<file path="config.mk">
export PLATFORM = sky130hd
export DESIGN_NAME = quadrature_decoder_period_top
export DESIGN_NICKNAME = d
export VERILOG_FILES = /design/src/qdp_pkg.sv /design/src/quadrature_decoder_period_top.sv
export SDC_FILE = /design/constraint.sdc
export NUM_CORES = 1
export LEC_CHECK = 0
export BUFFER_PORTS_ARGS = -buffer_cell sky130_fd_sc_hd__buf_2
export CAP_MARGIN = 30
export CORE_ASPECT_RATIO = 0.5
export CORE_MARGIN = 5
export CORE_UTILIZATION = 40
export CTS_CLUSTER_DIAMETER = 50
export DETAILED_ROUTE_END_ITERATION = 7
export PLACE_DENSITY = 0.66
export SYNTH_ARGS = -nofsm -noshare
export SYNTH_HDL_FRONTEND = slang
export SYNTH_SLANG_ARGS = --single-unit
</file>
<file path="constraint.sdc">
create_clock -name clk_i -period 11.37 [get_ports clk_i]
set_input_delay 0 -clock clk_i [delete_from_list [all_inputs] [get_ports clk_i]]
set_output_delay 0 -clock clk_i [all_outputs]
set_load 0.01 [all_outputs]
</file>
<file path="src/qdp_pkg.sv">
// shared types and constants for the quadrature decoder with period measurement
package qdp_pkg;

  // default parameter values
  localparam int unsigned PeriodLimitDef   = 16384;
  localparam int unsigned PositionWidthDef = 32;

  // result field widths
  localparam int unsigned PositionW    = 32;
  localparam int unsigned ErrorCountW  = 16;
  localparam int unsigned PeriodW      = 15;
  localparam int unsigned SignedPeriodW = 16;

  // one result item
  typedef struct packed {
    logic signed [PositionW-1:0]     position;
    logic [ErrorCountW-1:0]          error_count;
    logic [PeriodW-1:0]              period;
    logic signed [SignedPeriodW-1:0] signed_period;
    logic                            forward;
    logic                            stopped;
  } res_t;

endpackage

</file>
<file path="src/quadrature_decoder_period_top.sv">
// quadrature decoder with edge period measurement, top level
//
//  channel | direction | handshake              | payload
//  --------+-----------+------------------------+-----------------------------------------
//  in      | input     | in_valid_i / in_stall_o  | chan_a_i, chan_b_i
//  out     | output    | out_valid_o / out_stall_i| position_o, error_count_o, period_o,
//          |           |                        | signed_period_o, forward_o, stopped_o
//  cfg     | input     | cfg_we_i               | cfg_wdata_i (swap channels)
//
// one request per cycle while in_stall_o is low
// decoder state updates in the accepting cycle, result lands in the output register
// a request taken during an output stall waits in a skid register; in_stall_o is high
// while it is full, so intake stays blocked until the output register can take it again
// reset clears position, error count and idle count, sets the direction to forward and the period to the limit,
// and the first request after reset or a config write only captures the channel levels
module quadrature_decoder_period_top #(
  parameter int unsigned PERIOD_LIMIT   = qdp_pkg::PeriodLimitDef,
  parameter int unsigned POSITION_WIDTH = qdp_pkg::PositionWidthDef
) (
  input  logic                                      clk_i,
  input  logic                                      rst_ni,
  // configuration
  input  logic                                      cfg_we_i,
  input  logic                                      cfg_wdata_i,
  // input channel
  input  logic                                      in_valid_i,
  output logic                                      in_stall_o,
  input  logic                                      chan_a_i,
  input  logic                                      chan_b_i,
  // output channel
  output logic                                      out_valid_o,
  input  logic                                      out_stall_i,
  output logic signed [qdp_pkg::PositionW-1:0]      position_o,
  output logic [qdp_pkg::ErrorCountW-1:0]           error_count_o,
  output logic [qdp_pkg::PeriodW-1:0]               period_o,
  output logic signed [qdp_pkg::SignedPeriodW-1:0]  signed_period_o,
  output logic                                      forward_o,
  output logic                                      stopped_o
);
  import qdp_pkg::*;

  localparam int unsigned CntW = $clog2(PERIOD_LIMIT + 1);
  localparam logic [CntW-1:0] Limit = CntW'(PERIOD_LIMIT);

  // decoder state
  logic                      swap_q;
  logic                      primed_q, primed_d;
  logic                      prev_a_q, prev_a_d;
  logic                      prev_b_q, prev_b_d;
  logic [POSITION_WIDTH-1:0] step_q, step_d;
  logic [ErrorCountW-1:0]    err_q, err_d;
  logic [CntW-1:0]           edge_q, edge_d;
  logic [CntW-1:0]           idle_q, idle_d;
  logic                      fwd_q, fwd_d;

  // output stage
  logic out_valid_q, skid_valid_q;
  res_t out_q, skid_q;
  res_t res;

  logic in_fire, out_ready;
  logic a, b, ch_a, ch_b, up;
  logic [CntW-1:0] idle_inc, edge_run;
  logic [POSITION_WIDTH+PositionW-1:0] pos_ext;
  logic [CntW+SignedPeriodW-1:0]       per_ext;
  logic [SignedPeriodW-1:0]            per16;

  function automatic logic cfg_swap_sel(input logic sw, input logic own, input logic other);
    return sw ? other : own;
  endfunction

  assign in_stall_o = skid_valid_q;
  assign in_fire    = in_valid_i && !skid_valid_q;
  assign out_ready  = !out_valid_q || !out_stall_i;

  // channel swap and change detection
  assign a    = cfg_swap_sel(swap_q, chan_a_i, chan_b_i);
  assign b    = cfg_swap_sel(swap_q, chan_b_i, chan_a_i);
  assign ch_a = a != prev_a_q;
  assign ch_b = b != prev_b_q;
  assign up   = ch_a ? (a == prev_b_q) : (b != prev_a_q);

  // idle counter stretch
  always_comb begin
    idle_inc = idle_q;
    edge_run = edge_q;
    if (idle_q < Limit) begin
      idle_inc = idle_q + 1'b1;
      if (edge_q < idle_inc) begin
        edge_run = idle_inc;
      end
    end
  end

  // next decoder state
  always_comb begin
    primed_d = primed_q;
    prev_a_d = prev_a_q;
    prev_b_d = prev_b_q;
    step_d   = step_q;
    err_d    = err_q;
    edge_d   = edge_q;
    idle_d   = idle_q;
    fwd_d    = fwd_q;
    if (!primed_q) begin
      primed_d = 1'b1;
      prev_a_d = a;
      prev_b_d = b;
    end else begin
      prev_a_d = a;
      prev_b_d = b;
      idle_d   = idle_inc;
      edge_d   = edge_run;
      if (ch_a || ch_b) begin
        edge_d = idle_inc;
        idle_d = '0;
      end
      unique case ({ch_a, ch_b})
        2'b11: begin
          fwd_d = prev_a_q == prev_b_q;
          err_d = err_q + 1'b1;
        end
        2'b10, 2'b01: begin
          fwd_d  = up;
          step_d = up ? step_q + 1'b1 : step_q - 1'b1;
        end
        default: begin
        end
      endcase
    end
  end

  // result fields from the updated state
  always_comb begin
    pos_ext             = {{PositionW{1'b0}}, step_d};
    per_ext             = {{SignedPeriodW{1'b0}}, edge_d};
    per16               = per_ext[SignedPeriodW-1:0];
    res.position        = pos_ext[PositionW-1:0];
    res.error_count     = err_d;
    res.period          = per_ext[PeriodW-1:0];
    res.signed_period   = fwd_d ? per16 : SignedPeriodW'(-per16);
    res.forward         = fwd_d;
    res.stopped         = edge_d == Limit;
  end

  // state registers
  always_ff @(posedge clk_i or negedge rst_ni) begin
    if (!rst_ni) begin
      swap_q   <= 1'b0;
      primed_q <= 1'b0;
      prev_a_q <= 1'b0;
      prev_b_q <= 1'b0;
      step_q   <= '0;
      err_q    <= '0;
      edge_q   <= Limit;
      idle_q   <= '0;
      fwd_q    <= 1'b1;
    end else if (cfg_we_i) begin
      swap_q   <= cfg_wdata_i;
      primed_q <= 1'b0;
    end else if (in_fire) begin
      primed_q <= primed_d;
      prev_a_q <= prev_a_d;
      prev_b_q <= prev_b_d;
      step_q   <= step_d;
      err_q    <= err_d;
      edge_q   <= edge_d;
      idle_q   <= idle_d;
      fwd_q    <= fwd_d;
    end
  end

  // output and skid control
  always_ff @(posedge clk_i or negedge rst_ni) begin
    if (!rst_ni) begin
      out_valid_q  <= 1'b0;
      skid_valid_q <= 1'b0;
    end else if (in_fire) begin
      if (out_ready) begin
        out_valid_q <= 1'b1;
      end else begin
        skid_valid_q <= 1'b1;
      end
    end else if (out_ready) begin
      out_valid_q  <= skid_valid_q;
      skid_valid_q <= 1'b0;
    end
  end

  // output and skid payload
  always_ff @(posedge clk_i) begin
    if (in_fire) begin
      if (out_ready) begin
        out_q <= res;
      end else begin
        skid_q <= res;
      end
    end else if (out_ready && skid_valid_q) begin
      out_q <= skid_q;
    end
  end

  assign out_valid_o     = out_valid_q;
  assign position_o      = out_q.position;
  assign error_count_o   = out_q.error_count;
  assign period_o        = out_q.period;
  assign signed_period_o = out_q.signed_period;
  assign forward_o       = out_q.forward;
  assign stopped_o       = out_q.stopped;

  // skid register only fills behind a held output register
  a_skid_behind_out: assert property (@(posedge clk_i) disable iff (!rst_ni)
    skid_valid_q |-> out_valid_q)
    else $error("skid register full while output register empty");

  // a config write forces the next request to be a capture
  a_cfg_unprimes: assert property (@(posedge clk_i) disable iff (!rst_ni)
    cfg_we_i |=> !primed_q)
    else $error("decoder still primed after config write");

  // period and idle counters never pass the limit
  a_counters_bounded: assert property (@(posedge clk_i) disable iff (!rst_ni)
    (edge_q <= Limit) && (idle_q <= Limit))
    else $error("period counter beyond limit");

  // a double change counts one error and leaves the position alone
  a_double_change: assert property (@(posedge clk_i) disable iff (!rst_ni)
    (in_fire && !cfg_we_i && primed_q && ch_a && ch_b) |=>
      (err_q == $past(err_q) + 1'b1) && (step_q == $past(step_q)))
    else $error("double change handled wrongly");

endmodule

</file>
==> results of run 1 <==
cell type report:
| class | instances | area share (%) |
|---|---|---|
| Clock buffer | 32 | 4.63 |
| Sequential cell | 245 | 45.5 |
| Clock inverter | 18 | 1.39 |
| Tap cell | 441 | 3.62 |
| Inverter | 67 | 1.65 |
| Multi-Input combinational cell | 893 | 38.1 |
| Timing Repair Buffer | 116 | 5.03 |
flip-flops by register name, summed over array words and instances, names as in the netlist:
| signal | flops |
|---|---|
| swap_q | 1 |
| prev_b_q | 1 |
| stopped_o | 1 |
| out_valid_o | 1 |
| position_o | 32 |
| fwd_q | 1 |
| idle_q | 15 |
| error_count_o | 16 |
| step_q | 32 |
| forward_o | 1 |
| in_stall_o | 1 |
| prev_a_q | 1 |
| edge_q | 15 |
| primed_q | 1 |
| skid_q | 80 |
| err_q | 16 |
| period_o | 15 |
| signed_period_o | 15 |
worst min-delay path by stage:
stage                startpoint    endpoint  slack [ns]
finish              out_stall_i  in_stall_o        0.05
global route        out_stall_i  in_stall_o        0.06
CTS                 out_stall_i  in_stall_o        0.03
detailed placement       rst_ni  edge_q[12]       -0.06
global placement         rst_ni  idle_q[12]       -0.06
floorplan                rst_ni   edge_q[0]       -0.30
cells in the mapped netlist (all sizes together) (6+ instances only):
cell type,instances,area share [%]
nor2,64,1.8
mux2i,12,0.91
xor2,40,2.6
buf,20,0.96
a21o,24,1.4
nand3,31,1.3
nor3,11,0.49
o22ai,7,0.33
ha,46,4.4
a31oi,9,0.43
and3,22,1.1
edfxtp,160,36
dfrtp,83,16
o211ai,6,0.48
a21oi,56,2.2
a41oi,7,0.66
nand2,243,6.9
xnor2,58,3.9
a22o,6,0.40
o21ai,117,4.7
a221oi,9,0.99
nand4,11,0.63
o21a,8,0.45
inv,67,1.9
nand2b,6,0.28
mux2,22,1.9
and4,6,0.42
o31ai,6,0.34
clkbuf,39,1.1
through the flow:
| stage | hold slack (ns) | area, µm² | util, % | std cells |
|---|---|---|---|---|
| final | 0.0455 | 15200 | 46.4 | 1812 |
| after global routing | 0.0557 | 15200 | 46.4 | 1812 |
| after CTS | 0.0314 | 15200 | 46.2 | 1810 |
| after detailed placement | -0.0620 | 14200 | 43.1 | 1750 |
| after global placement | -0.0621 | 14100 | 42.9 | 1747 |
| after floorplan | -0.296 | 13200 | - | 1264 |
worst max-delay path, delay by kind of cell, from the launching register on:
| kind | cells | cell delay [ns] |
|---|---|---|
| buffers and inverters | 1 | 0.10 |
| AOI/OAI and AO/OA | 5 | 1.61 |
| DFF | 1 | 0.59 |
| xor gates and xnor gates | 2 | 0.71 |
| adders and majority gates | 2 | 0.77 |
| muxes | 1 | 0.26 |
| and+or+nand+nor | 5 | 1.28 |
what timing repair did:
item | in CTS | in global routing
hold buffers | 10 | 0
buffers inserted | 0 | 0
endpoints found under the hold margin | 33 | 0
cell families (layout without fill, tap and decap cells):
group	count (synthesis)	count (layout)
AND/OR/NAND/NOR	419	419
AO/OA/AOI/OAI	292	292
flip-flops	245	245
buffers and inverters	126	233
XOR/XNOR	100	100
adder cells (fa/ha/maj)	48	48
multiplexers	34	34
per-layer routing:
metal | global-route usage [%] | up-vias | share of wire, %
li1 | - | 4681 | -
met1 | 24.4 | 4702 | 46
met2 | 29.2 | 152 | 49
met3 | 2.52 | 49 | 3.5
met4 | 4.20 | 0 | 2.0
met5 | 0 | - | 0
power by group through the flow:
| stage | combinational (µW) | clock [µW] | sequential [µW] |
|---|---|---|---|
| 2_1_floorplan | 1520 | 0 | 1500 |
| 3_3_place_gp | 2020 | 0 | 1490 |
| 3_5_place_dp | 2080 | 0 | 1490 |
| 4_1_cts | 2100 | 935 | 1480 |
| 6_report | 2090 | 916 | 1470 |
| 5_1_grt | 2330 | 979 | 1500 |
==> qor.yml, run 1 <==
synth:
  synth-compound-area-share_pct: 15.0
  synthAdderAreaFrac_pct: 4.58
  synth_area_um2: 13200
  synth-seq-cells: 245
  synth.area.mux_share_pct: 2.81
  synth_edf_count: 160
  syn_area_per_cell_um2: 10.5
  yosysUniqueCellTypes: 90
  syn_nets: 1319
  seq_area_frac_synth_pct: 52.4
  synth-simple-area-share_pct: 14.4
  synth-xor-area-share_pct: 6.89
  synth_ff_type: "edfxtp_1"
  postSynthCellCount: 1264
  async_reset_ff_share_pct: 34.7
  synth_top_family_by_area: "compound AO/OA/AOI/OAI gates"
  ys_warn_count: 0
setup_path:
  critical_path_peak_fanout: 10
  worstRegToRegCells: 16
  endpoint_kind: "flop"
  crit_type: "reg2reg"
  startpoint: "idle_q[0]"
  cpPeakStageDelay_ns: 0.60
  crit_slowest_cell: "o221ai_1"
  cp_common_cell: "ha_1"
  crit_end: "signed_period_o[14]"
  required_ns: 11.66
  crit_arrival_ns: 5.85
  r2r-end: "signed_period_o[14]"
  worstReg2RegStart: "idle_q[0]"
  path_cells: "ha_1, and4_1, nand3_1, xnor2_1, inv_1, ha_1, nand2_1, a2111o_1, o21ai_4, a221oi_4, o221ai_1, nand3b_2, nor4_2, a21oi_2, xnor2_2, mux2_2"
  startpoint_type: "flop"
  regToRegSetupSlack_ns: 5.81
sta:
  fin_ws_ns: 5.81
  min_period_ns: 5.56
  fin_setup_tns_ns: 0
  hold_viol: 0
  setup_viol: 0
  max_clock_freq_mhz: 180
  fin_crit_sh_pct: 48.9
  slew_headroom_pct: 41.9
  grt_setup_unrepaired: "false"
  worst_pin_slew_ns: 0.860
  final_max_slew_viol_count: 0
  skew_ns: 0.0201
place:
  gp_congestion: 0.935
  numPortBuffers: 90
  place_hpwl_um: 22500
  post-place-ws_ns: 5.88
status:
  outcome: "completed"
power_and_ir_drop:
  p_clk_share_pct: 20.5
  p_leak_uw: 0.00654
  p_sw_uw: 1800
  power.internal_uw: 2680
  switching_share_pct: 40.2
  p_seq_share_pct: 32.9
  power.density_nw_per_um2: 294
  comb_power_share_pct: 46.6
  ir_drop_mv: 0.132
  total_power_uw: 4480
min_path:
  holdPathStages: 4
  hold_class: "in2reg"
die:
  chipHeight_um: 139
  ios: 91
  die_area_um2: 37000
  rows: 47
  die_x_um: 267
  initial_core_util_pct: 40.3
  coreArea_um2: 32800
cts:
  cts.repair.resized: 0
  htreeDepth: 1
  clockBufferDepth: 3
  clk_latency_ns: 0.55
  clock_sinks: 245
  cts_tree: "yes"
  clkTransAtPathRegs_ns: 0.06
  cts_root_buf: "clkbuf_16"
  numCtsBuffers: 27
grt:
  grt_pass1_vias: 9628
  grt_usage_pct: 17.5
  grt_max_degree: 86
  grt_pass1_wl_um: 53500
  grt-ovfl-total: 0
  antenna_found_initial: 0
layout:
  multi_input_area_um2: 5810
  nFillCells: 3050
  num-nets-final: 1405
  area.growth.synth_to_final_pct: 15.1
  layout_common_cells: "241 x nand2_1, 160 x edfxtp_1, 112 x o21ai_0, 89 x buf_2, 83 x dfrtp_1"
  layout_commonest_cell: "nand2_1"
  seq_area_um2: 6930
  drive_gt1_share_pct: 15.5
  diodes: 0
routing:
  drt_wl_total_um: 32700
  wl_per_cell_um: 18.0
  vias: 9584
  drtIter0Drc: 714
  drc: 0
  firstDrtPassIters: 7
  via_per_inst: 5.29
  antenna_left: 0
job:
  drv_cap: 0
(Power assumes the default switching activity.)
==> run 2: changes to the inputs <==
--- a/config.mk
+++ b/config.mk
@@ -12,7 +12,7 @@
 export CORE_UTILIZATION = 40
 export CTS_CLUSTER_DIAMETER = 50
 export DETAILED_ROUTE_END_ITERATION = 7
-export PLACE_DENSITY = 0.66
+export PLACE_DENSITY = 0.68
 export SYNTH_ARGS = -nofsm -noshare
 export SYNTH_HDL_FRONTEND = slang
 export SYNTH_SLANG_ARGS = --single-unit
==> constraint.sdc (replaced) <==
create_clock -name clk_i -period 4.52 [get_ports clk_i]
set_input_delay 0 -clock clk_i [delete_from_list [all_inputs] [get_ports clk_i]]
set_output_delay 0 -clock clk_i [all_outputs]
set_load 0.01 [all_outputs]
==> qor.yml, run 2 (synthesized netlist as in run 1, its figures left out) <==
setup_path:
  startpoint: "prev_a_q"  # was idle_q[0]
  crit_arrival_ns: 4.70  # was 5.85 ns
  startpoint_type: "flop"  # unchanged
  critical_path_peak_fanout: 6  # was 10
  required_ns: 4.81  # was 11.66 ns
  worstReg2RegStart: "prev_a_q"  # was idle_q[0]
  endpoint_kind: "flop"  # unchanged
  crit_type: "reg2reg"  # unchanged
die:
  ios: 91  # unchanged
  rows: 47  # unchanged
  die_area_um2: 37000  # unchanged
  initial_core_util_pct: 40.3  # unchanged
  die_x_um: 267  # unchanged
  coreArea_um2: 32800  # unchanged
  chipHeight_um: 139  # unchanged
sta:
  final_max_slew_viol_count: 0  # unchanged
  holdWs_ns: 0.0451  # was 0.0455 ns
  worst_pin_slew_ns: 0.838  # was 0.860 ns
  fin_crit_sh_pct: 97.5  # was 48.9%
  skew_ns: 0.0108  # was 0.0201 ns
  setup_viol: 0  # unchanged
  hold_viol: 0  # unchanged
  max_clock_freq_mhz: 227  # was 180 MHz
  min_period_ns: 4.41  # was 5.56 ns
  fin_setup_tns_ns: 0  # unchanged
  slew_headroom_pct: 44.1  # was 41.9%
layout:
  drive_gt1_share_pct: 21.1  # was 15.5%
  largest_register: "skid_q"  # unchanged
  final_cells: 1879  # was 1812
  num-nets-final: 1473  # was 1405
  largest_reg_flops: 80  # unchanged
  layout_common_cells: "241 x nand2_1, 160 x edfxtp_1, 107 x o21ai_0, 89 x buf_2, 82 x buf_4"  # was 241 x nand2_1, 160 x edfxtp_1, 112 x o21ai_0, 89 x buf_2, 83 x dfrtp_1
  layout_commonest_cell: "nand2_1"  # unchanged
  diodes: 0  # unchanged
  area.growth.synth_to_final_pct: 19.5  # was 15.1%
place:
  dp.cells: 1805  # was 1750
  numPortBuffers: 90  # unchanged
  place_hpwl_um: 24400  # was 22500 µm
  gp_congestion: 0.887  # was 0.935
grt:
  grt_pass1_wl_um: 55000  # was 53500 µm
  antenna_found_initial: 0  # unchanged
  grt-ovfl-total: 0  # unchanged
  grt_usage_pct: 18.2  # was 17.5%
  grt_max_degree: 76  # was 86
  grt_pass1_vias: 10000  # was 9628
routing:
  drc: 0  # unchanged
  wl_per_cell_um: 18.5  # was 18.0 µm
  via_per_inst: 5.33  # was 5.29
  drtIter0Drc: 675  # was 714
  firstDrtPassIters: 5  # was 7
  vias: 10000  # was 9584
  drt_wl_total_um: 34800  # was 32700 µm
  antenna_left: 0  # unchanged
cts:
  cts_root_buf: "clkbuf_16"  # unchanged
  htreeDepth: 1  # unchanged
  cts_tree: "yes"  # unchanged
  numCtsBuffers: 26  # was 27
  clkTransAtPathRegs_ns: 0.07  # was 0.06 ns
  clk_latency_ns: 0.54  # was 0.55 ns
  clock_sinks: 245  # unchanged
  clockBufferDepth: 3  # unchanged
min_path:
  hp-start: "out_stall_i"  # unchanged
  hold_class: "in2reg"  # unchanged
power_and_ir_drop:
  power.density_nw_per_um2: 746  # was 294 nW/µm²
  ir_drop_mv: 0.273  # was 0.132 mV
  p_leak_uw: 0.00689  # was 0.00654 µW
status:
  outcome: "completed"  # unchanged
job:
  drv_cap: 0  # unchanged
## run 2: cell count changes in the layout (fill, tap and decap cells not counted), moves of 4 or more
| cell | before | now |
|---|---|---|
| buf_4 | 12 | 82 |
| dfrtp_1 | 83 | 77 |
| dfrtp_2 | 0 | 6 |
| o21ai_0 | 112 | 107 |
| o21ai_1 | 1 | 5 |
## run 2: worst max-delay path: stages, from the launching register on
cell and delay (ns):
dfrtp_1 0.44, nor2_1 0.22, o21bai_1 0.16, a31oi_4 0.28, ha_1 0.28, a21o_1 0.19, a21oi_2 0.17, o21ai_1 0.10
a2111o_1 0.47, a211o_1 0.36, a22o_4 0.29, a21bo_2 0.23, a21o_1 0.18, a21oi_2 0.15, xnor2_1 0.09, mux2_2 0.28
mux2_2 0.27
## run 2: cell type report
class / count / area (µm²)
sequential: 245 / 6940
fill: 3022 / 17000
tap: 441 / 552
inverter: 67 / 251
clock buffer: 30 / 697
clock inverter: 18 / 198
timing repair buffer: 185 / 1250
multi-input combinational: 893 / 5910
## run 2: where the power goes
group / switching [µW] / internal (µW)
clock: 949 / 1290
sequential: 375 / 3310
combinational: 3410 / 2440
total: 4740 / 7050
## run 2: layer usage
metal / vias to the layer above / global-route usage (%) / wire length [µm]
met5: - / 0 / 0
li1: 4809 / - / -
met2: 263 / 31.5 / 17200
met4: 0 / 4.77 / 964
met1: 4878 / 23.9 / 15100
met3: 63 / 3.01 / 1530
## run 2: final timing paths
path	end	depth (start not counted)	slack [ns]
min in group asynchronous	edge_q[14]	3	0.54
worst max-delay path	position_o[19]	16	0.11
worst max register to register	position_o[19]	16	0.11
max in group asynchronous	prev_b_q	4	3.11
worst min register to register	fwd_q	2	0.46
worst min-delay path	in_stall_o	4	0.05
## run 2: what timing repair did
| action | CTS | global route |
|---|---|---|
| hold buffers | 10 | 0 |
| cloned | 0 | 0 |
| buffers inserted | 1 | 14 |
| endpoints found under the hold margin | 31 | 0 |
| endpoints found under the setup margin | 9 | 23 |
| gates resized for setup | 5 | 25 |
| pin swaps | 1 | 6 |
## run 2: metrics by stage
| stage | worst slack, ns | cell area, µm² | power [µW] | util [%] |
|---|---|---|---|---|
| floorplan | 0.00587 | 13200 | 7630 | - |
| detailed placement | -0.172 | 14500 | 9340 | 44.3 |
| global route | -0.0560 | 15800 | 12600 | 48.2 |
| CTS | 0.0183 | 15600 | 11700 | 47.5 |
| global placement | -0.0411 | 14500 | 9170 | 44.3 |
| finish | 0.111 | 15800 | 11800 | 48.2 |
==> run 3: changes to the inputs <==
--- a/config.mk
+++ b/config.mk
@@ -10,8 +10,10 @@
 export CORE_ASPECT_RATIO = 0.5
 export CORE_MARGIN = 5
 export CORE_UTILIZATION = 40
+export CTS_BUF_LIST = sky130_fd_sc_hd__clkbuf_16
 export CTS_CLUSTER_DIAMETER = 50
 export DETAILED_ROUTE_END_ITERATION = 7
+export GPL_TIMING_DRIVEN = 0
 export PLACE_DENSITY = 0.68
 export SYNTH_ARGS = -nofsm -noshare
 export SYNTH_HDL_FRONTEND = slang
==> qor.yml, run 3 (synthesized netlist as in run 1, its figures left out) <==
status:
  outcome: "completed"  # unchanged
min_path:
  hold_class: "in2async"  # was in2reg
cts:
  cts_root_buf: "clkbuf_16"  # unchanged
  clockBufferDepth: 3  # unchanged
  cts_tree: "yes"  # unchanged
  clk_latency_ns: 0.55  # was 0.54 ns
  htreeDepth: 1  # unchanged
  clkTransAtPathRegs_ns: 0.06  # was 0.07 ns
  clock_sinks: 245  # unchanged
  numCtsBuffers: 27  # was 26
routing:
  drt-met1-wl_um: 15100  # about the same
  drt_wl_total_um: 34000  # was 34800 µm
  drc: 0  # unchanged
  dr_wl_met2_um: 16200  # was 17200 µm
  firstDrtPassIters: 5  # unchanged
  antenna_left: 0  # unchanged
  top_layer_used: "met4"  # unchanged
  route.met3.wl_um: 1770  # was 1530 µm
  vias: 10100  # was 10000
  drtIter0Drc: 799  # was 675
  wl_per_cell_um: 17.7  # was 18.5 µm
  via_per_inst: 5.29  # was 5.33
sta:
  slew_headroom_pct: 27.2  # was 44.1%
  fin_ws_ns: 0.0991  # was 0.111 ns
  hold_viol: 0  # unchanged
  worst_pin_slew_ns: 1.08  # was 0.838 ns
  skew_ns: 0.00956  # was 0.0108 ns
  fin_crit_sh_pct: 97.8  # was 97.5%
  grt_setup_unrepaired: "true"
  final_max_slew_viol_count: 0  # unchanged
  fin_setup_tns_ns: 0  # unchanged
  holdWs_ns: 0.00816  # was 0.0451 ns
  setup_viol: 0  # unchanged
  max_clock_freq_mhz: 226  # was 227 MHz
  min_period_ns: 4.42  # was 4.41 ns
place:
  gp_congestion: 0.935  # was 0.887
  place_hpwl_um: 22900  # was 24400 µm
  numPortBuffers: 90  # unchanged
  post-place-ws_ns: -0.917  # was -0.172 ns
  place_area_um2: 14400  # was 14500 µm²
layout:
  num-nets-final: 1510  # was 1473
  drive_gt1_share_pct: 22.0  # was 21.1%
  diodes: 0  # unchanged
  largest_reg_flops: 80  # unchanged
  layout_common_cells: "241 x nand2_1, 160 x edfxtp_1, 106 x o21ai_0, 95 x buf_2, 77 x dfrtp_1"  # was 241 x nand2_1, 160 x edfxtp_1, 107 x o21ai_0, 89 x buf_2, 82 x buf_4
  area.growth.synth_to_final_pct: 22.8  # was 19.5%
  multi_input_area_um2: 6210  # was 5910 µm²
  post-route-util_pct: 49.5  # was 48.2%
  design_area_um2: 16200  # was 15800 µm²
  layout_commonest_cell: "nand2_1"  # unchanged
  seq_area_um2: 6940  # unchanged
  nFillCells: 2932  # was 3022
  largest_register: "skid_q"  # unchanged
setup_path:
  endpoint_kind: "flop"  # unchanged
  startpoint: "idle_q[1]"  # was prev_a_q
  r2r-end: "signed_period_o[10]"  # was position_o[19]
  worstReg2RegStart: "idle_q[1]"  # was prev_a_q
  cp_common_cell: "o21ai_4"
  crit_type: "reg2reg"  # unchanged
  path_buf_inv: 2  # was 0
  required_ns: 4.81  # about the same
  worstRegToRegCells: 19  # was 16
  crit_slowest_cell: "dfrtp_2"  # was a2111o_1
  crit_end: "signed_period_o[10]"  # was position_o[19]
  path_cells: "buf_4, nand2_4, nor2_4, and3_1, xor2_2, inv_1, ha_1, o2111ai_1, o211ai_1, a41oi_4, o21ai_4, a21oi_4, o21ai_4, a221oi_4, ha_2, and3_4, a31oi_1, xor2_1, mux2_2"  # was nor2_1, o21bai_1, a31oi_4, ha_1, a21o_1, a21oi_2, o21ai_1, a2111o_1, a211o_1, a22o_4, a21bo_2, a21o_1, a21oi_2, xnor2_1, mux2_2, mux2_2
  critical_path_depth: 19  # was 16
  startpoint_type: "flop"  # unchanged
  regToRegSetupSlack_ns: 0.1  # was 0.11 ns
  crit_arrival_ns: 4.71  # was 4.70 ns
  critical_path_peak_fanout: 7  # was 6
  cpLargestDelayFamily: "compound AO/OA/AOI/OAI gates"  # unchanged
  cpPeakStageDelay_ns: 0.39  # was 0.47 ns
grt:
  antenna_found_initial: 0  # unchanged
  grt_usage_pct: 17.8  # was 18.2%
  grt-ovfl-total: 0  # unchanged
  grt_pass1_wl_um: 53700  # was 55000 µm
  grt_pass1_vias: 10100  # was 10000
  grt_max_degree: 65  # was 76
die:
  initial_core_util_pct: 40.3  # unchanged
  coreArea_um2: 32800  # unchanged
  ios: 91  # unchanged
  rows: 47  # unchanged
  chipHeight_um: 139  # unchanged
  die_x_um: 267  # unchanged
  die_area_um2: 37000  # unchanged
job:
  drv_cap: 0  # unchanged
power_and_ir_drop:
  power.density_nw_per_um2: 744  # was 746 nW/µm²
  ir_drop_mv: 0.315  # was 0.273 mV
  p_leak_uw: 0.00703  # was 0.00689 µW
-- run 3: cell count changes in the layout (fill, tap and decap cells not counted), sizes merged --
| cell | change |
|---|---|
| a31oi | +1 |
| buf | -4 |
| bufinv | -1 |
| clkbuf | +36 |
| clkinv | -6 |
| clkinvlp | +2 |
| inv | +9 |
-- run 3: worst min path at each step --
stage | to | slack [ns] | cells after the start
CTS | edge_q[12] | 0.01 | 3
global placement | primed_q | 0.23 | 2
global route | edge_q[12] | 0.02 | 3
detailed placement | idle_q[12] | -0.06 | 1
floorplan | edge_q[0] | -0.30 | 0
finish | edge_q[12] | 0.008 | 3
-- run 3: metal layers --
layer / global-route usage (%) / vias up
met5: 0 / -
met4: 5.06 / 0
met3: 3.16 / 62
met2: 29.6 / 228
met1: 24.0 / 4953
li1: - / 4893
-- run 3: power by group --
part	total [µW]	switching [µW]	internal [µW]
Clock	2150	940	1210
Sequential	3660	349	3310
Combinational	6270	3630	2630
-- run 3: final cells by class --
type	count	area share, %
Buffer	58	1.74
Clock buffer	27	4.16
Clock inverter	22	1.11
Inverter	67	1.55
Multi-Input combinational cell	894	38.2
Sequential cell	245	42.7
Tap cell	441	3.40
Timing Repair Buffer	162	7.08
-- run 3: worst min-delay path, stage by stage --
cell,delay [ns]
dlygate4sd3_1,0.52
buf_4,0.13
buf_16,0.29
-- run 3: what timing repair did --
action | in CTS | in global routing
hold buffers | 9 | 0
resized for setup | 39 | 54
gates cloned | 1 | 0
setup buffers | 31 | 28
setup endpoints to repair | 79 | 27
pin swaps | 17 | 30
hold endpoints to repair | 91 | 0
-- run 3: stage by stage --
stage	power [µW]	instances
5_1_grt	12900	1916
3_3_place_gp	8990	1795
3_5_place_dp	9100	1799
2_1_floorplan	7630	1264
6_report	12100	1916
4_1_cts	11700	1889
